$ cat src/rtl/cidh_pkg.sv
// Package for the child identifier hash block: constants, control word types
// and the microcode program. Depends on nothing; the sequencer, lane and top import it.
package cidh_pkg;

    // Hash constants.
    localparam logic [63:0] FNV_PRIME    = 64'd1099511628211;
    localparam logic [63:0] SEED_UPPER   = 64'd14695981039346656037;
    localparam logic [63:0] SEED_LOWER   = 64'd7809847782465536322;
    localparam logic [63:0] FMIX_C1      = 64'hff51afd7ed558ccd;
    localparam logic [63:0] FMIX_C2      = 64'hc4ceb9fe1a85ec53;
    localparam int          FMIX_SHIFT   = 33;
    localparam int          FNV_SHIFT    = 40;
    localparam logic [63:0] FNV_PRIME_LO = 64'h1b3;

    // Salts and separator bytes.
    localparam logic [7:0] SALT_PARENT = 8'ha5;
    localparam logic [7:0] SALT_KEY    = 8'h3c;
    localparam logic [7:0] SALT_NAME   = 8'h96;
    localparam logic [7:0] SEP0_UPPER  = 8'hff;
    localparam logic [7:0] SEP0_LOWER  = 8'h5a;
    localparam logic [7:0] SEP1_UPPER  = 8'hfe;
    localparam logic [7:0] SEP1_LOWER  = 8'hc3;

    // Input operation codes.
    localparam logic [1:0] OP_START  = 2'd0;
    localparam logic [1:0] OP_KEY    = 2'd1;
    localparam logic [1:0] OP_NAME   = 2'd2;
    localparam logic [1:0] OP_FINISH = 2'd3;

    // Program counter width.
    localparam int PC_W = 6;
    typedef logic [PC_W-1:0] t_pc;

    // Lane operations.
    typedef logic [2:0] t_lop;
    localparam t_lop LOP_NOP  = 3'd0;
    localparam t_lop LOP_SEED = 3'd1;
    localparam t_lop LOP_MIX  = 3'd2;
    localparam t_lop LOP_XSH  = 3'd3;
    localparam t_lop LOP_M0   = 3'd4;
    localparam t_lop LOP_M1   = 3'd5;
    localparam t_lop LOP_M2   = 3'd6;

    // Byte sources for a mix step.
    typedef logic [1:0] t_bsrc;
    localparam t_bsrc BSRC_SHIFT = 2'd0;
    localparam t_bsrc BSRC_SEP0  = 2'd1;
    localparam t_bsrc BSRC_SEP1  = 2'd2;

    // Salt selection for bytes from the shift register.
    typedef logic [1:0] t_salt;
    localparam t_salt SALT_SEL_PARENT = 2'd0;
    localparam t_salt SALT_SEL_KEY    = 2'd1;
    localparam t_salt SALT_SEL_NAME   = 2'd2;

    // Jump conditions.
    typedef logic t_jc;
    localparam t_jc JC_NONE   = 1'b0;
    localparam t_jc JC_IFNAME = 1'b1;

    // Program entry points.
    localparam t_pc ENTRY_START  = 6'd0;
    localparam t_pc ENTRY_KEY    = 6'd18;
    localparam t_pc ENTRY_NAME   = 6'd22;
    localparam t_pc NAME_BYTE    = 6'd24;
    localparam t_pc ENTRY_FINISH = 6'd25;
    localparam t_pc LAST_PC      = 6'd34;

    // One microcode control word.
    typedef struct packed {
        t_lop  lop;
        t_bsrc bsrc;
        t_salt salt;
        logic  cst;     // 0 selects the first fmix constant, 1 the second
        t_jc   jc;
        t_pc   target;
        logic  emit;    // step waits for a free output register
        logic  done;    // last step of the routine
    } t_uword;

    // Control from the sequencer to the datapath.
    typedef struct packed {
        logic   busy;
        logic   step;
        t_uword uw;
    } t_seq_ctl;

    // Control for one hash lane.
    typedef struct packed {
        logic en;
        t_lop lop;
        logic cst;
    } t_lane_ctl;

    // Builds a control word.
    function automatic t_uword uw_make(input t_lop lop, input t_bsrc bsrc, input t_salt salt,
                                       input logic cst, input logic done, input logic emit);
        t_uword w;
        w.lop    = lop;
        w.bsrc   = bsrc;
        w.salt   = salt;
        w.cst    = cst;
        w.jc     = JC_NONE;
        w.target = '0;
        w.emit   = emit;
        w.done   = done;
        return w;
    endfunction

    // The microcode program. Start: seed, 16 parent bytes, separator.
    // Key: four bytes. Name: separator unless already in the name, one byte.
    // Finish: fmix64 on both lanes, then emit and reseed.
    function automatic t_uword ucode_rom(input t_pc a);
        t_uword w;
        w = uw_make(LOP_NOP, BSRC_SHIFT, SALT_SEL_PARENT, 1'b0, 1'b1, 1'b0);
        case (a) inside
            6'd0:           w = uw_make(LOP_SEED, BSRC_SHIFT, SALT_SEL_PARENT, 1'b0, 1'b0, 1'b0);
            [6'd1:6'd16]:   w = uw_make(LOP_MIX, BSRC_SHIFT, SALT_SEL_PARENT, 1'b0, 1'b0, 1'b0);
            6'd17:          w = uw_make(LOP_MIX, BSRC_SEP0, SALT_SEL_PARENT, 1'b0, 1'b1, 1'b0);
            [6'd18:6'd20]:  w = uw_make(LOP_MIX, BSRC_SHIFT, SALT_SEL_KEY, 1'b0, 1'b0, 1'b0);
            6'd21:          w = uw_make(LOP_MIX, BSRC_SHIFT, SALT_SEL_KEY, 1'b0, 1'b1, 1'b0);
            6'd22: begin
                w = uw_make(LOP_NOP, BSRC_SHIFT, SALT_SEL_NAME, 1'b0, 1'b0, 1'b0);
                w.jc     = JC_IFNAME;
                w.target = NAME_BYTE;
            end
            6'd23:          w = uw_make(LOP_MIX, BSRC_SEP1, SALT_SEL_NAME, 1'b0, 1'b0, 1'b0);
            6'd24:          w = uw_make(LOP_MIX, BSRC_SHIFT, SALT_SEL_NAME, 1'b0, 1'b1, 1'b0);
            6'd25:          w = uw_make(LOP_XSH, BSRC_SHIFT, SALT_SEL_PARENT, 1'b0, 1'b0, 1'b0);
            6'd26:          w = uw_make(LOP_M0, BSRC_SHIFT, SALT_SEL_PARENT, 1'b0, 1'b0, 1'b0);
            6'd27:          w = uw_make(LOP_M1, BSRC_SHIFT, SALT_SEL_PARENT, 1'b0, 1'b0, 1'b0);
            6'd28:          w = uw_make(LOP_M2, BSRC_SHIFT, SALT_SEL_PARENT, 1'b0, 1'b0, 1'b0);
            6'd29:          w = uw_make(LOP_XSH, BSRC_SHIFT, SALT_SEL_PARENT, 1'b0, 1'b0, 1'b0);
            6'd30:          w = uw_make(LOP_M0, BSRC_SHIFT, SALT_SEL_PARENT, 1'b1, 1'b0, 1'b0);
            6'd31:          w = uw_make(LOP_M1, BSRC_SHIFT, SALT_SEL_PARENT, 1'b1, 1'b0, 1'b0);
            6'd32:          w = uw_make(LOP_M2, BSRC_SHIFT, SALT_SEL_PARENT, 1'b1, 1'b0, 1'b0);
            6'd33:          w = uw_make(LOP_XSH, BSRC_SHIFT, SALT_SEL_PARENT, 1'b0, 1'b0, 1'b0);
            6'd34:          w = uw_make(LOP_SEED, BSRC_SHIFT, SALT_SEL_PARENT, 1'b0, 1'b1, 1'b1);
            default:        w = uw_make(LOP_NOP, BSRC_SHIFT, SALT_SEL_PARENT, 1'b0, 1'b1, 1'b0);
        endcase
        return w;
    endfunction

endpackage

$ cat src/rtl/cidh_seq.sv
// Microcode sequencer: program counter, control word table and jumps.
// Depends on cidh_pkg.
module cidh_seq
    import cidh_pkg::*;
(
    input  logic     i_clk,
    input  logic     i_rst_n,
    input  logic     i_start,
    input  t_pc      i_entry,
    input  logic     i_in_name,
    input  logic     i_out_free,
    output t_seq_ctl o_ctl
);

    logic   r_busy, n_busy;
    t_pc    r_pc, n_pc;
    t_uword w_uw;
    logic   w_step;

    // Fetch the current control word.
    assign w_uw   = ucode_rom(r_pc);
    assign w_step = r_busy && !(w_uw.emit && !i_out_free);

    // Next program counter.
    always_comb begin
        n_busy = r_busy;
        n_pc   = r_pc;
        if (i_start) begin
            n_busy = 1'b1;
            n_pc   = i_entry;
        end else if (w_step) begin
            if (w_uw.done) begin
                n_busy = 1'b0;
            end else if (w_uw.jc == JC_IFNAME && i_in_name) begin
                n_pc = w_uw.target;
            end else begin
                n_pc = r_pc + 1'b1;
            end
        end
    end

    always_ff @(posedge i_clk) begin
        if (!i_rst_n) begin
            r_busy <= 1'b0;
            r_pc   <= '0;
        end else begin
            r_busy <= n_busy;
            r_pc   <= n_pc;
        end
    end

    assign o_ctl.busy = r_busy;
    assign o_ctl.step = w_step;
    assign o_ctl.uw   = w_uw;

    // The program counter never leaves the program while a routine runs.
    a_pc_range: assert property (@(posedge i_clk) disable iff (!i_rst_n)
        r_busy |-> r_pc <= LAST_PC)
        else $error("program counter outside the program");

    // A stalled emit step holds its place.
    a_emit_hold: assert property (@(posedge i_clk) disable iff (!i_rst_n)
        r_busy && w_uw.emit && !i_out_free |=> r_busy && $stable(r_pc))
        else $error("emit step left while output was full");

    // A new routine starts only when the previous one is over.
    a_start_idle: assert property (@(posedge i_clk) disable iff (!i_rst_n)
        i_start |-> !r_busy)
        else $error("routine started while busy");

endmodule

$ cat config.mk
export PLATFORM = sky130hd
export DESIGN_NAME = cidh_seq
export DESIGN_NICKNAME = d
export VERILOG_FILES = /design/src/rtl/cidh_pkg.sv /design/src/rtl/cidh_seq.sv
export SDC_FILE = /design/constraint.sdc
export NUM_CORES = 1
export LEC_CHECK = 0
export BUFFER_PORTS_ARGS = -buffer_cell sky130_fd_sc_hd__buf_2
export CAP_MARGIN = 10
export CORE_MARGIN = 8
export CORE_UTILIZATION = 46
export CTS_CLUSTER_DIAMETER = 80
export DETAILED_ROUTE_END_ITERATION = 12
export GPL_TIMING_DRIVEN = 0
export PLACE_DENSITY = 0.72
export SETUP_SLACK_MARGIN = 0.15
export SLEW_MARGIN = 20
export SYNTH_ARGS = -nofsm -noshare
export SYNTH_HDL_FRONTEND = slang
export SYNTH_SLANG_ARGS = --single-unit
$ cat constraint.sdc
create_clock -name i_clk -period 4.1 [get_ports i_clk]
set_clock_uncertainty 0.05 [all_clocks]
set_input_delay 1.23 -clock i_clk [delete_from_list [all_inputs] [get_ports i_clk]]
set_output_delay 1.23 -clock i_clk [all_outputs]
set_load 0.05 [all_outputs]
## Yosys cells after proc, flatten, opt, wreduce, memory -nomap -nowiden

Index checks and enable logic that the tools add are counted.

- Output and inout bits: 19
- Bits in registers: 7
- Bits of input ports: 11
- Logic and storage cells: 60

- Add/subtract/negate cells: 1
- Reductions and logical operators: 12
- Equality and inequality tests: 16
- Order comparisons: 4
- Muxes and demuxes: 25

Operator list:

| cell | number |
|---|---|
| two-way mux 17 bit | 16 |
| == test 6 x 5 -> 1 bit (second input constant) | 12 |
| two-way mux 6 bit | 4 |
| == test 6 bit (second input constant) | 3 |
| two-way mux 16 bit | 1 |
| two-way mux 15 bit | 1 |
| <= comparator 6 x 5 -> 1 bit (second input constant) | 2 |
| adder 6 x 1 -> 6 bit (second input constant) | 1 |
| greater-or-equal comparator 6 x 1 -> 1 bit (second input constant) | 1 |
| greater-or-equal comparator 6 x 5 -> 1 bit (second input constant) | 1 |
| logical NOT 6 bit | 1 |
| logical AND 1 bit | 5 |
| AND reduction 2 bit | 2 |
| nonzero test 2 bit | 2 |
| two-way mux 1 bit | 3 |
| logical NOT 1 bit | 2 |
| inequality test 2 bit (second input constant) | 1 |

## Depth between registers and ports, before layout

- Word-level depth: 24
- Mapped depth: 9
- Depth with buffers taken out: 7

## Least setup slack after synthesis

OpenSTA, ideal clock, no wires.

- Path type: flip-flop to output port
- Start point: register r_pc[1]
- End point: output o_ctl[14] (netlist bit)
- Data required time: 2820 ps
- Stages on the path, launching flop included: 7
- Slack: -232 ps
- Data arrival time: 3052 ps
- Cell sequence: dfxtp_1 inv_1 ha_1 or2_2 o21ai_0 o31ai_1 o41ai_1

RTL lines:

| item | RTL line | RTL |
|---|---|---|
| start, declared | cidh_seq.sv:16 | `t_pc r_pc, n_pc;` |
| start signal, assigned | cidh_seq.sv:48 | `r_pc <= n_pc;` |
| end, declared | cidh_seq.sv:12 | `output t_seq_ctl o_ctl` |

==> impl_metrics.csv <==
group,metric,value,unit
routing,drt_first_iter_violations,71,
routing,antenna_left,0,
critical_path,crit_fanout,6,
floorplan,fp.dieW,64.6,µm
critical_path,end_kind,"primary output",
pwr,power_switching,175,µW
clock_network,clk_pin_slew_worst_paths,0.06,ns
floorplan,dieArea,4170,µm²
floorplan,die_h,64.6,µm
routing,drc,0,
timing,tightest_slew,0.702,ns
routing,via_count,1286,
routing,drtPass1Iterations,4,
timing,fmax,0.260,GHz
critical_path,startpoint_type,"flop",
logic_synthesis,ys.warnings.count,0,
clock_network,cts-hold-fix-buffers,0,
pwr,comb_power_share,57.5,%
job,drv_cap,0,
pwr,leakage,0.000560,µW
final_layout,antenna_cells,0,
placement,dp.cells,209,
final_layout,final_cells,213,
min_path,hp-class,"flop to flop",
critical_path,r2r-start,"r_pc[0]",
final_layout,area_growth,19.6,%
critical_path,startpoint,"r_pc[0]",
pwr,ir_drop,0.176,mV
floorplan,pin_count,30,
timing,relSlewSlack,52.8,%
grt,track_usage,15.8,%
clock_network,clock_latency,0.26,ns
clock_network,cts.sinks,7,
clock_network,tritoncts,"built",
clock_network,cts_root_buffer,"clkbuf_4",
pwr,power_density,272,nW/µm²
grt,overflow,0,
grt,grt_max_degree,11,
routing,avgViaCountPerCell,6.04,
routing,wl_per_cell,15.9,µm
logic_synthesis,synth.avg_cell_area,7.09,µm²
timing,slew_violations,0,
logic_synthesis,synthArstFlopShare,0,%
pwr,switching_share,49.7,%
critical_path,critPathKind,"flop to primary output",
critical_path,worstPathRequired,2.82,ns
logic_synthesis,ys.flop_type,"dfxtp_1",
floorplan,rows,17,
timing,finalSetupTns,0,ns
pwr,intPower,177,µW
floorplan,initial_core_util,49.0,%
clock_network,numCtsBuffers,3,
logic_synthesis,synth.distinct_cells,44,
logic_synthesis,synth-edff-count,0,
final_layout,drive_gt1_share,28.6,%
final_layout,fin_nets,202,
pwr,seqPwrFrac,23.6,%
logic_synthesis,netlist_area,1080,µm²
grt,grt_pass1_vias,1198,
grt,antenna_found_initial,0,
logic_synthesis,ys_seq_area_share,12.9,%
timing,fin_crit,3.84,ns
status,status,"completed",
placement,place.gp.congestion,0.935,
timing,rsz0062_at_grt,"no",
clock_network,cts_max_level,1,
routing,totalWireLength,3380,µm
critical_path,worst_r2r_endpoint,"r_pc[4]",
critical_path,reg2reg_depth,8,
grt,grt_pass1_wl,5540,µm
logic_synthesis,syn_inst,153,
critical_path,crit_end,"o_ctl[0]",
pwr,p_clk_share,18.9,%
timing,hold_viol_final,0,
pwr,finalPower,353,µW
critical_path,r2r_slack,1.53,ns
placement,port-buffer-count,25,
critical_path,arrival,2.56,ns
floorplan,core_region_area,2210,µm²
timing,finalSetupViolations,0,
clock_network,clk_path_buf_depth,2,
final_layout,post-route-util,58.7,%
timing,post-route-period-util,93.7,%
logic_synthesis,ys_ff_latch,7,
timing,hold_ws,0.543,ns
placement,dp_hpwl,2610,µm
## worst min path at each step
stage	start	to	slack, ns	depth (start not counted)
final	r_busy	r_busy	0.54	2
after CTS	r_busy	r_busy	0.54	2
after global routing	r_pc[1]	r_pc[1]	0.59	2
after detailed placement	r_busy	r_busy	0.53	2
after global placement	r_busy	r_busy	0.51	2
after floorplan	r_pc[0]	r_pc[0]	0.49	2
## cells in the mapped netlist, drive strengths merged, types with 2 or more instances
library cell | number | share of area, %
nor2 | 14 | 4.8
nor4 | 2 | 1.2
ha | 5 | 5.8
nor4b | 4 | 5.0
buf | 12 | 8.5
o21ai | 7 | 3.2
a211oi | 3 | 2.5
nand4 | 2 | 1.2
clkbuf | 9 | 3.1
a21o | 2 | 1.4
o211ai | 5 | 3.5
o2111ai | 2 | 1.6
or4b | 2 | 1.8
or3b | 3 | 2.4
mux2i | 3 | 2.8
nor2b | 4 | 2.3
and3 | 2 | 1.2
or2 | 2 | 1.2
nor3 | 8 | 3.7
nand2 | 8 | 2.8
a31oi | 4 | 2.3
o41ai | 2 | 1.6
inv | 6 | 2.1
a21oi | 10 | 4.6
nand3 | 11 | 5.1
dfxtp | 7 | 13
o31ai | 2 | 1.4
## flip-flops by register name (all words and copies together) (netlist names)
signal,count
r_pc,6
r_busy,1
## layout make-up
type	count	area [µm²]
tap	28	35.0
buffer	21	128
sequential	7	141
multi-input combinational	122	815
fill	234	915
clock buffer	4	26.3
timing repair buffer	25	130
inverter	6	22.5
## per-layer routing
metal / wire length [µm] / vias up / track usage [%]
li1: - / 625 / -
met2: 1670 / 45 / 26.6
met1: 1480 / 613 / 19.1
met4: 14 / 0 / 3.00
met3: 218 / 3 / 5.33
met5: 0 / - / 0
## cell usage in the layout, fill, tap and decap left out, types with 6 or more instances in the layout
cell | Yosys | layout
a21oi_1 | 10 | 10
buf_2 | 2 | 25
buf_4 | 8 | 8
clkbuf_1 | 9 | 9
dfxtp_1 | 7 | 6
inv_1 | 6 | 6
nand2_1 | 8 | 8
nand3_1 | 11 | 11
nor2_1 | 14 | 14
nor3_1 | 8 | 8
o21ai_0 | 7 | 7
## stage by stage
stage	cell area (µm²)	setup WS, ns
after floorplan	1100	0.153
after global placement	1260	0.536
after detailed placement	1260	0.477
after CTS	1290	0.192
after global routing	1300	0.162
final	1300	0.257
## power groups by stage
stage / Combinational, µW / Sequential, µW / Clock [µW]
after floorplan: 156 / 81.7 / 0
after CTS: 199 / 82.9 / 66.7
after global placement: 196 / 83.7 / 0
after global routing: 217 / 84.5 / 71.7
after detailed placement: 198 / 84.3 / 0
final: 203 / 83.1 / 66.8
## cells by family (layout without fill, tap and decap cells)
family / after synthesis / in the layout / synth area share [%]
compound gates: 41 / 41 / 27.0
fa+ha+maj: 5 / 5 / 5.77
buf+inv: 27 / 56 / 13.7
flops: 7 / 7 / 12.9
mux: 3 / 3 / 2.77
other cells: 1 / 4 / 0.346
simple gates: 69 / 69 / 37.5
## critical path, cell delays in order, from the launching register on
cell,delay [ns]
dfxtp_1,0.44
inv_1,0.12
ha_1,0.28
or2_2,0.35
a22o_4,0.26
or3b_1,0.37
a21oi_1,0.21
clkbuf_4,0.28
## timing repair
| item | in CTS | in global routing |
|---|---|---|
| endpoints found under the setup margin | 0 | 3 |
| gates resized for setup | 0 | 5 |
| setup buffers | 0 | 0 |
Note: power is estimated with default switching activity, not from simulation.
