===== src/rtl/cidh_pkg.sv =====
// Package for the child identifier hash block: constants, control word types
// and the microcode program. Depends on nothing; the sequencer, lane and top import it.
package cidh_pkg;

    // Hash constants.
    localparam logic [63:0] FNV_PRIME    = 64'd1099511628211;
    localparam logic [63:0] SEED_UPPER   = 64'd14695981039346656037;
    localparam logic [63:0] SEED_LOWER   = 64'd7809847782465536322;
    localparam logic [63:0] FMIX_C1      = 64'hff51afd7ed558ccd;
    localparam logic [63:0] FMIX_C2      = 64'hc4ceb9fe1a85ec53;
    localparam int          FMIX_SHIFT   = 33;
    localparam int          FNV_SHIFT    = 40;
    localparam logic [63:0] FNV_PRIME_LO = 64'h1b3;

    // Salts and separator bytes.
    localparam logic [7:0] SALT_PARENT = 8'ha5;
    localparam logic [7:0] SALT_KEY    = 8'h3c;
    localparam logic [7:0] SALT_NAME   = 8'h96;
    localparam logic [7:0] SEP0_UPPER  = 8'hff;
    localparam logic [7:0] SEP0_LOWER  = 8'h5a;
    localparam logic [7:0] SEP1_UPPER  = 8'hfe;
    localparam logic [7:0] SEP1_LOWER  = 8'hc3;

    // Input operation codes.
    localparam logic [1:0] OP_START  = 2'd0;
    localparam logic [1:0] OP_KEY    = 2'd1;
    localparam logic [1:0] OP_NAME   = 2'd2;
    localparam logic [1:0] OP_FINISH = 2'd3;

    // Program counter width.
    localparam int PC_W = 6;
    typedef logic [PC_W-1:0] t_pc;

    // Lane operations.
    typedef logic [2:0] t_lop;
    localparam t_lop LOP_NOP  = 3'd0;
    localparam t_lop LOP_SEED = 3'd1;
    localparam t_lop LOP_MIX  = 3'd2;
    localparam t_lop LOP_XSH  = 3'd3;
    localparam t_lop LOP_M0   = 3'd4;
    localparam t_lop LOP_M1   = 3'd5;
    localparam t_lop LOP_M2   = 3'd6;

    // Byte sources for a mix step.
    typedef logic [1:0] t_bsrc;
    localparam t_bsrc BSRC_SHIFT = 2'd0;
    localparam t_bsrc BSRC_SEP0  = 2'd1;
    localparam t_bsrc BSRC_SEP1  = 2'd2;

    // Salt selection for bytes from the shift register.
    typedef logic [1:0] t_salt;
    localparam t_salt SALT_SEL_PARENT = 2'd0;
    localparam t_salt SALT_SEL_KEY    = 2'd1;
    localparam t_salt SALT_SEL_NAME   = 2'd2;

    // Jump conditions.
    typedef logic t_jc;
    localparam t_jc JC_NONE   = 1'b0;
    localparam t_jc JC_IFNAME = 1'b1;

    // Program entry points.
    localparam t_pc ENTRY_START  = 6'd0;
    localparam t_pc ENTRY_KEY    = 6'd18;
    localparam t_pc ENTRY_NAME   = 6'd22;
    localparam t_pc NAME_BYTE    = 6'd24;
    localparam t_pc ENTRY_FINISH = 6'd25;
    localparam t_pc LAST_PC      = 6'd34;

    // One microcode control word.
    typedef struct packed {
        t_lop  lop;
        t_bsrc bsrc;
        t_salt salt;
        logic  cst;     // 0 selects the first fmix constant, 1 the second
        t_jc   jc;
        t_pc   target;
        logic  emit;    // step waits for a free output register
        logic  done;    // last step of the routine
    } t_uword;

    // Control from the sequencer to the datapath.
    typedef struct packed {
        logic   busy;
        logic   step;
        t_uword uw;
    } t_seq_ctl;

    // Control for one hash lane.
    typedef struct packed {
        logic en;
        t_lop lop;
        logic cst;
    } t_lane_ctl;

    // Builds a control word.
    function automatic t_uword uw_make(input t_lop lop, input t_bsrc bsrc, input t_salt salt,
                                       input logic cst, input logic done, input logic emit);
        t_uword w;
        w.lop    = lop;
        w.bsrc   = bsrc;
        w.salt   = salt;
        w.cst    = cst;
        w.jc     = JC_NONE;
        w.target = '0;
        w.emit   = emit;
        w.done   = done;
        return w;
    endfunction

    // The microcode program. Start: seed, 16 parent bytes, separator.
    // Key: four bytes. Name: separator unless already in the name, one byte.
    // Finish: fmix64 on both lanes, then emit and reseed.
    function automatic t_uword ucode_rom(input t_pc a);
        t_uword w;
        w = uw_make(LOP_NOP, BSRC_SHIFT, SALT_SEL_PARENT, 1'b0, 1'b1, 1'b0);
        case (a) inside
            6'd0:           w = uw_make(LOP_SEED, BSRC_SHIFT, SALT_SEL_PARENT, 1'b0, 1'b0, 1'b0);
            [6'd1:6'd16]:   w = uw_make(LOP_MIX, BSRC_SHIFT, SALT_SEL_PARENT, 1'b0, 1'b0, 1'b0);
            6'd17:          w = uw_make(LOP_MIX, BSRC_SEP0, SALT_SEL_PARENT, 1'b0, 1'b1, 1'b0);
            [6'd18:6'd20]:  w = uw_make(LOP_MIX, BSRC_SHIFT, SALT_SEL_KEY, 1'b0, 1'b0, 1'b0);
            6'd21:          w = uw_make(LOP_MIX, BSRC_SHIFT, SALT_SEL_KEY, 1'b0, 1'b1, 1'b0);
            6'd22: begin
                w = uw_make(LOP_NOP, BSRC_SHIFT, SALT_SEL_NAME, 1'b0, 1'b0, 1'b0);
                w.jc     = JC_IFNAME;
                w.target = NAME_BYTE;
            end
            6'd23:          w = uw_make(LOP_MIX, BSRC_SEP1, SALT_SEL_NAME, 1'b0, 1'b0, 1'b0);
            6'd24:          w = uw_make(LOP_MIX, BSRC_SHIFT, SALT_SEL_NAME, 1'b0, 1'b1, 1'b0);
            6'd25:          w = uw_make(LOP_XSH, BSRC_SHIFT, SALT_SEL_PARENT, 1'b0, 1'b0, 1'b0);
            6'd26:          w = uw_make(LOP_M0, BSRC_SHIFT, SALT_SEL_PARENT, 1'b0, 1'b0, 1'b0);
            6'd27:          w = uw_make(LOP_M1, BSRC_SHIFT, SALT_SEL_PARENT, 1'b0, 1'b0, 1'b0);
            6'd28:          w = uw_make(LOP_M2, BSRC_SHIFT, SALT_SEL_PARENT, 1'b0, 1'b0, 1'b0);
            6'd29:          w = uw_make(LOP_XSH, BSRC_SHIFT, SALT_SEL_PARENT, 1'b0, 1'b0, 1'b0);
            6'd30:          w = uw_make(LOP_M0, BSRC_SHIFT, SALT_SEL_PARENT, 1'b1, 1'b0, 1'b0);
            6'd31:          w = uw_make(LOP_M1, BSRC_SHIFT, SALT_SEL_PARENT, 1'b1, 1'b0, 1'b0);
            6'd32:          w = uw_make(LOP_M2, BSRC_SHIFT, SALT_SEL_PARENT, 1'b1, 1'b0, 1'b0);
            6'd33:          w = uw_make(LOP_XSH, BSRC_SHIFT, SALT_SEL_PARENT, 1'b0, 1'b0, 1'b0);
            6'd34:          w = uw_make(LOP_SEED, BSRC_SHIFT, SALT_SEL_PARENT, 1'b0, 1'b1, 1'b1);
            default:        w = uw_make(LOP_NOP, BSRC_SHIFT, SALT_SEL_PARENT, 1'b0, 1'b1, 1'b0);
        endcase
        return w;
    endfunction

endpackage


===== src/rtl/cidh_lane.sv =====
// One hash lane: FNV-1a byte mix and the fmix64 finalizer built from
// 32x32 partial products. Depends on cidh_pkg.
module cidh_lane
    import cidh_pkg::*;
(
    input  logic        i_clk,
    input  t_lane_ctl   i_ctl,
    input  logic [7:0]  i_byte,
    input  logic [63:0] i_seed,
    output logic [63:0] o_value
);

    logic [63:0] r_value, n_value;
    logic [63:0] r_acc, n_acc;
    logic [63:0] w_x;
    logic [63:0] w_cst;
    logic [31:0] w_mul_a, w_mul_b;
    logic [63:0] w_prod;

    // FNV step input and the fmix constant for this step.
    assign w_x   = r_value ^ {56'd0, i_byte};
    assign w_cst = i_ctl.cst ? FMIX_C2 : FMIX_C1;

    // Shared 32x32 multiplier; the high halves meet only in the upper word.
    assign w_mul_a = (i_ctl.lop == LOP_M1) ? r_value[63:32] : r_value[31:0];
    assign w_mul_b = (i_ctl.lop == LOP_M2) ? w_cst[63:32] : w_cst[31:0];
    assign w_prod  = 64'(w_mul_a) * 64'(w_mul_b);

    // Lane operation.
    always_comb begin
        n_value = r_value;
        n_acc   = r_acc;
        if (i_ctl.en) begin
            unique case (i_ctl.lop)
                LOP_SEED: n_value = i_seed;
                LOP_MIX:  n_value = (w_x << FNV_SHIFT) + (w_x * FNV_PRIME_LO);
                LOP_XSH:  n_value = r_value ^ (r_value >> FMIX_SHIFT);
                LOP_M0:   n_acc   = w_prod;
                LOP_M1:   n_acc   = r_acc + {w_prod[31:0], 32'd0};
                LOP_M2:   n_value = r_acc + {w_prod[31:0], 32'd0};
                default: begin
                    n_value = r_value;
                    n_acc   = r_acc;
                end
            endcase
        end
    end

    always_ff @(posedge i_clk) begin
        r_value <= n_value;
        r_acc   <= n_acc;
    end

    assign o_value = r_value;

endmodule


===== config.mk =====
export PLATFORM = sky130hd
export DESIGN_NAME = cidh_lane
export DESIGN_NICKNAME = d
export VERILOG_FILES = /design/src/rtl/cidh_pkg.sv /design/src/rtl/cidh_lane.sv
export SDC_FILE = /design/constraint.sdc
export NUM_CORES = 2
export LEC_CHECK = 0
export ABC_AREA = 1
export BUFFER_PORTS_ARGS = -buffer_cell sky130_fd_sc_hd__buf_2
export CORE_MARGIN = 3
export CORE_UTILIZATION = 42
export CTS_BUF_LIST = sky130_fd_sc_hd__clkbuf_8
export DETAILED_ROUTE_END_ITERATION = 10
export GPL_TIMING_DRIVEN = 0
export SLEW_MARGIN = 10
export SYNTH_ARGS = -nofsm -noshare
export SYNTH_HDL_FRONTEND = slang
export SYNTH_SLANG_ARGS = --single-unit

===== constraint.sdc =====
create_clock -name i_clk -period 12.4 [get_ports i_clk]
set_input_delay 1.24 -clock i_clk [delete_from_list [all_inputs] [get_ports i_clk]]
set_output_delay 1.24 -clock i_clk [all_outputs]
set_load 0.02 [all_outputs]

== Yosys cells after proc, flatten, opt, wreduce, memory -nomap -nowiden ==
Cells that the tools add are included.

* Register bits: 128
* Output and inout port bits: 64
* Logic and storage cells: 23

* Add/sub/neg operators: 2
* Multiply operators: 2
* Equality and inequality tests: 6
* Multiplexer cells: 5
* Bitwise gates (word level): 2
* Reduce and logical (&&, ||, !) cells: 4

{| class="wikitable"
|+ Operators with widths
! operator !! number
|-
| 64-bit one-hot mux with 4 select lines || 1
|-
| 64-bit adder || 2
|-
| 64-bit one-hot mux with 2 select lines || 1
|-
| 32-bit by 32-bit multiplier with 64-bit output || 1
|-
| 64-bit by 9-bit multiplier with 64-bit output, second input constant || 1
|-
| 32-bit 2-to-1 mux || 2
|-
| 64-bit by 31-bit bitwise XOR with 64-bit output || 1
|-
| 64-bit by 8-bit bitwise XOR with 64-bit output || 1
|-
| 62-bit 2-to-1 mux || 1
|-
| 3-bit equality test, second input constant || 3
|-
| 3-bit by 2-bit equality test with 1-bit output, second input constant || 2
|-
| 2-bit AND reduction || 2
|-
| 4-bit nonzero test || 1
|-
| 3-bit by 1-bit equality test with 1-bit output, second input constant || 1
|-
| 2-bit nonzero test || 1
|}

== Depth between registers and ports, before layout ==
* Depth in word-level cells: 5
* Mapped depth: 47
* Gate-level depth less buffers: 44

== Least setup slack after synthesis ==
Ideal clock, no wire load.

* Path type: input -> register
* Start point: input port i_ctl[2] in the netlist's numbering
* End point: register r_value[61] (netlist: o_value[61]) (data pin)
* Setup time: 259 ps
* Arrival: 9,466 ps
* Path slack: 2,675 ps
* Stages: 42
* Cells stage by stage: buf_2 -> inv_2 -> nor2_1 -> nand2_1 -> clkbuf_1 -> ha_1 -> clkbuf_1 -> clkbuf_1 -> nor2_1 -> fa_1 -> fa_1 -> inv_1 -> fa_1 -> inv_1 -> fa_1 -> inv_1 -> fa_1 -> inv_1 -> [6 not listed] -> inv_1 -> nor2_1 -> inv_1 -> nor3_1 -> nand2_1 -> o211ai_2 -> xor2_1 -> inv_1 -> ha_1 -> nand2_1 -> nor2_1 -> inv_1 -> nor4_1 -> nand2_1 -> nand2_1 -> nand2_1 -> nand3_1 -> nand3_1

* Cells in the longest elaborated chain, start to end: 5

{| class="wikitable"
|+ RTL lines
! item !! line !! text
|-
| start, declared || cidh_lane.sv:7 || <nowiki>input t_lane_ctl i_ctl,</nowiki>
|-
| 3-bit equality test (on tied branches) || cidh_lane.sv:25, cidh_lane.sv:26, cidh_lane.sv:34 ||
|-
| 32-bit 2-to-1 mux (on tied branches) || cidh_lane.sv:25, cidh_lane.sv:26 ||
|-
| 32-bit by 32-bit multiplier with 64-bit output || cidh_lane.sv:27 || <nowiki>assign w_prod = 64'(w_mul_a) * 64'(w_mul_b);</nowiki>
|-
| 64-bit adder || cidh_lane.sv:40 || <nowiki>LOP_M2: n_value = r_acc + {w_prod[31:0], 32'd0};</nowiki>
|-
| 64-bit one-hot mux with 4 select lines (*) || cidh_lane.sv:34 || <nowiki>unique case (i_ctl.lop)</nowiki>
|-
| end signal, assigned || cidh_lane.sv:50 || <nowiki>r_value <= n_value;</nowiki>
|-
| end, declared || cidh_lane.sv:13 || <nowiki>logic [63:0] r_value, n_value;</nowiki>
|}

Mark *: on every way between the ends. The rest lies on a longest branch, timed or not.
A chain may end at the register's enable or synchronous reset.

== Final worst setup path ==
* Start point: input port i_ctl[0] in the netlist's numbering
* End point: register r_value[63] (netlist: o_value[63]) (data pin)

* Cells in the longest elaborated chain, start to end: 5

{| class="wikitable"
|+ RTL lines
! item !! line !! text
|-
| 62-bit 2-to-1 mux || cidh_lane.sv:22 || <nowiki>assign w_cst = i_ctl.cst ? FMIX_C2 : FMIX_C1;</nowiki>
|-
| 32-bit 2-to-1 mux || cidh_lane.sv:26 || <nowiki>assign w_mul_b = (i_ctl.lop == LOP_M2) ? w_cst[63:32] : w_cst[31:0];</nowiki>
|-
| 32-bit by 32-bit multiplier with 64-bit output || cidh_lane.sv:27 ||
|-
| 64-bit adder || cidh_lane.sv:40 ||
|-
| 64-bit one-hot mux with 4 select lines || cidh_lane.sv:34 ||
|}

No other way between the ends.

==> summary.txt <==
Die
  – Die area: 125000 sq um
  – I/O pins: 142
  – Core footprint: 120000 sq um
  – Core Rows: 127
  – Die Height: 354 um
  – Initial Util: 42.4%
  – Die Wd: 354 um

Placement
  – Inst Count DP: 7811
  – I/O Buffers: 139
  – Gpl congestion: 1.05
  – Post-DP HPWL: 183 mm

Synth
  – Mapped Nets: 7727
  – Compound-Gate Fraction of Synth Area: 6.25%
  – Syn Std Cell Area: 50800 sq um
  – Seq cells post-synth: 128
  – Synth cell types: 48
  – Post-Synthesis Cells: 6044
  – Async set-reset flop share out of synthesis: 0%
  – Simple-Gate Fraction of Synth Area: 15.4%
  – Adder-cell share of the synthesized area: 55.9%
  – Largest area contributor in the netlist: fa_1
  – Largest family of logic cells by synthesized area: adder cells
  – Synth warn: 0
  – Sequential fraction of the synthesis area: 7.56%
  – Commonest cells in the netlist: inv_1 (1678), fa_1 (1110), nand2_1 (839)
  – Post-synthesis mux area share: 0%
  – Yosys top cell area share: 43.7%
  – Count leader, synth: inv_1
  – Post-Synth XOR/XNOR Area: 1.46%
  – Ranking of synthesized cells by area: fa_1 (44%), inv_1 (12%), ha_1 (12%)
  – Post-synth EDFFs: 128
  – Ys flop type: edfxtp_1
  – Synth Area per Inst: 8.41 sq um

Clocking
  – CTS Buffer Depth: 2
  – Clk slew on worst S/H paths: 90 ps
  – CTS Root Cell: clkbuf_8
  – TritonCTS clock tree: done
  – Htree depth: 4
  – Clock tree sinks: 128
  – # Post-CTS Setup Buffers: 0
  – Hold_buf cts: 0
  – CTS buffer count: 17
  – Clk Latency, worst-skew pair: 540 ps

Worst setup path
  – FF-to-FF path depth: 33
  – CP required: 12680 ps
  – Worst setup SP type: input pin
  – Reg2Reg Setup Slack: 1100 ps
  – Most used cell, CP: fa_1
  – Reg-to-reg critical path endpoint: o_value[63]
  – CP max stage delay: 870 ps
  – CP arrival: 12500 ps
  – Critical R2R Launch: o_value[15]
  – Worst Path Max Fanout: 16
  – Kind of critical path: input pin to flop
  – Slowest-stage cell, CP: clkbuf_1
  – Crit. End Element: flop

Detailed routing
  – Vias: 42122
  – DRC: 0
  – Wire length per cell: 25.8 um
  – Post-DRT Antenna Nets: 0
  – Iteration-0 DRC Markers: 4959
  – Final WL: 202 mm
  – Vias per inst: 5.37
  – Pre-Repair DR Iteration Count: 8

Global routing
  – First-pass GRT wire length: 294 mm
  – Largest net degree at the start of global routing: 17
  – Tot GR Track Use: 32.5%
  – Vias in the first global route: 42738
  – Initial antenna violation count: 8
  – Total global routing overflow: 0

Outcome
  – Status: complete, no violations

STA
  – Hold_ws: 538 ps
  – Clock skew: 20.8 ps
  – Unrepaired setup endpoints after global routing: no
  – Max-slew headroom: 12.7%
  – Final worst-path cycle share: 98.6%
  – Hold Vio Cnt, Final: 0
  – Final Critical Period: 12220 ps
  – Fmax: 81.8 MHz
  – Pins Over Slew Limit: 0
  – Worst-Margin Slew: 1310 ps
  – # setup viols final: 0

Layout
  – Post-route insts no fill: 7842
  – Nets: 7900
  – Layout cells sized above 1: 5.26%
  – Diodes inserted: 0
  – Area Overhead vs Synth: 6.40%

Run
  – Max-cap violations: 0

Hold path
  – Hold Crit Start: r_acc[5]
  – Hold Path Class: flop to flop
  – Worst hold endpoint: o_value[5]
  – Hold path cells: 2
timing repair:
item | in CTS | in global routing
endpoints found under the setup margin | 8 | 11
pin swaps | 0 | 1
gates resized for setup | 3 | 15
worst max-delay path by stage:
stage | to | cells after the start | startpoint
global route | o_value[63] | 42 | i_ctl[0]
CTS | o_value[63] | 40 | i_ctl[2]
finish | o_value[63] | 35 | i_ctl[0]
floorplan | o_value[61] | 42 | i_ctl[2]
global placement | o_value[63] | 40 | i_ctl[2]
detailed placement | o_value[63] | 40 | i_ctl[2]
sequential cells by signal (all words and copies together), names as in the netlist:
register	cells
o_value	64
r_acc	64
worst max-delay path, delay by kind of cell:
kind	cells	cell delay (ps)
AND/OR/NAND/NOR	13	2790
buffers and inverters	9	2130
adder cells (fa/ha/maj)	10	5070
AO/OA/AOI/OAI	2	780
XOR/XNOR	1	450
placed cells by master, fill, tap and decap left out, types with 9 or more instances in the layout:
master    count
xnor2_1      26
o21ai_0     170
clkbuf_8     17
a32oi_1      11
nand3_1     272
nor2_1      623
inv_1      1679
o21bai_1     24
a21o_1        9
o21a_1       11
nor3_1       32
fa_1       1110
a21boi_0     24
nand2_1     838
inv_2        26
buf_2       155
edfxtp_1    128
o21ai_1      18
a22oi_1      20
clkbuf_1     47
ha_1        495
xor2_1       58
nand4_1      41
a21oi_1     199
o211ai_1     11
a31oi_1       9
buf_4        25
or2_2        37
nand3b_1     16
o21ai_2      11
o21ai_4      12
cell type report:
class | count | area [sq um]
repair buffers | 155 | 825
clock buffers | 17 | 234
multi-input cells | 4118 | 40200
clock inverters | 15 | 121
flip-flops and latches | 128 | 3840
plain buffers | 90 | 449
inverters | 1707 | 6410
fillers | 12119 | 65900
well taps | 1612 | 2020
stage by stage:
step	setup slack [ps]	cell area (sq um)	TNS [ps]	utilization (%)
after floorplan	2670	50800	0	-
after global placement	-1570	53600	-29790	44.6
after detailed placement	-899	53700	-8920	44.8
after CTS	168	54100	0	45.1
after global routing	39.8	54100	0	45.1
final	178	54100	0	45.1
cells by family (layout without fill, tap and decap cells):
family / Yosys count / in the layout
compound gates: 535 / 535
xor+xnor: 85 / 85
fa+ha+maj: 1605 / 1605
buf+inv: 1798 / 1984
flops: 128 / 128
other cells: 1 / 1
simple gates: 1892 / 1892
routing by layer:
metal  global-route usage (%)  share of wire, %  vias up
met3                     9.50                13      335
met4                     9.54               3.6        2
met1                     47.1                42    21060
li1                         -                 -    18479
met2                     47.1                42     2246
met5                        0            0.0049        -
Power is left out: the tool's default activity adds up to more than one toggle a clock period on the data nets, which glitch-free logic cannot reach.
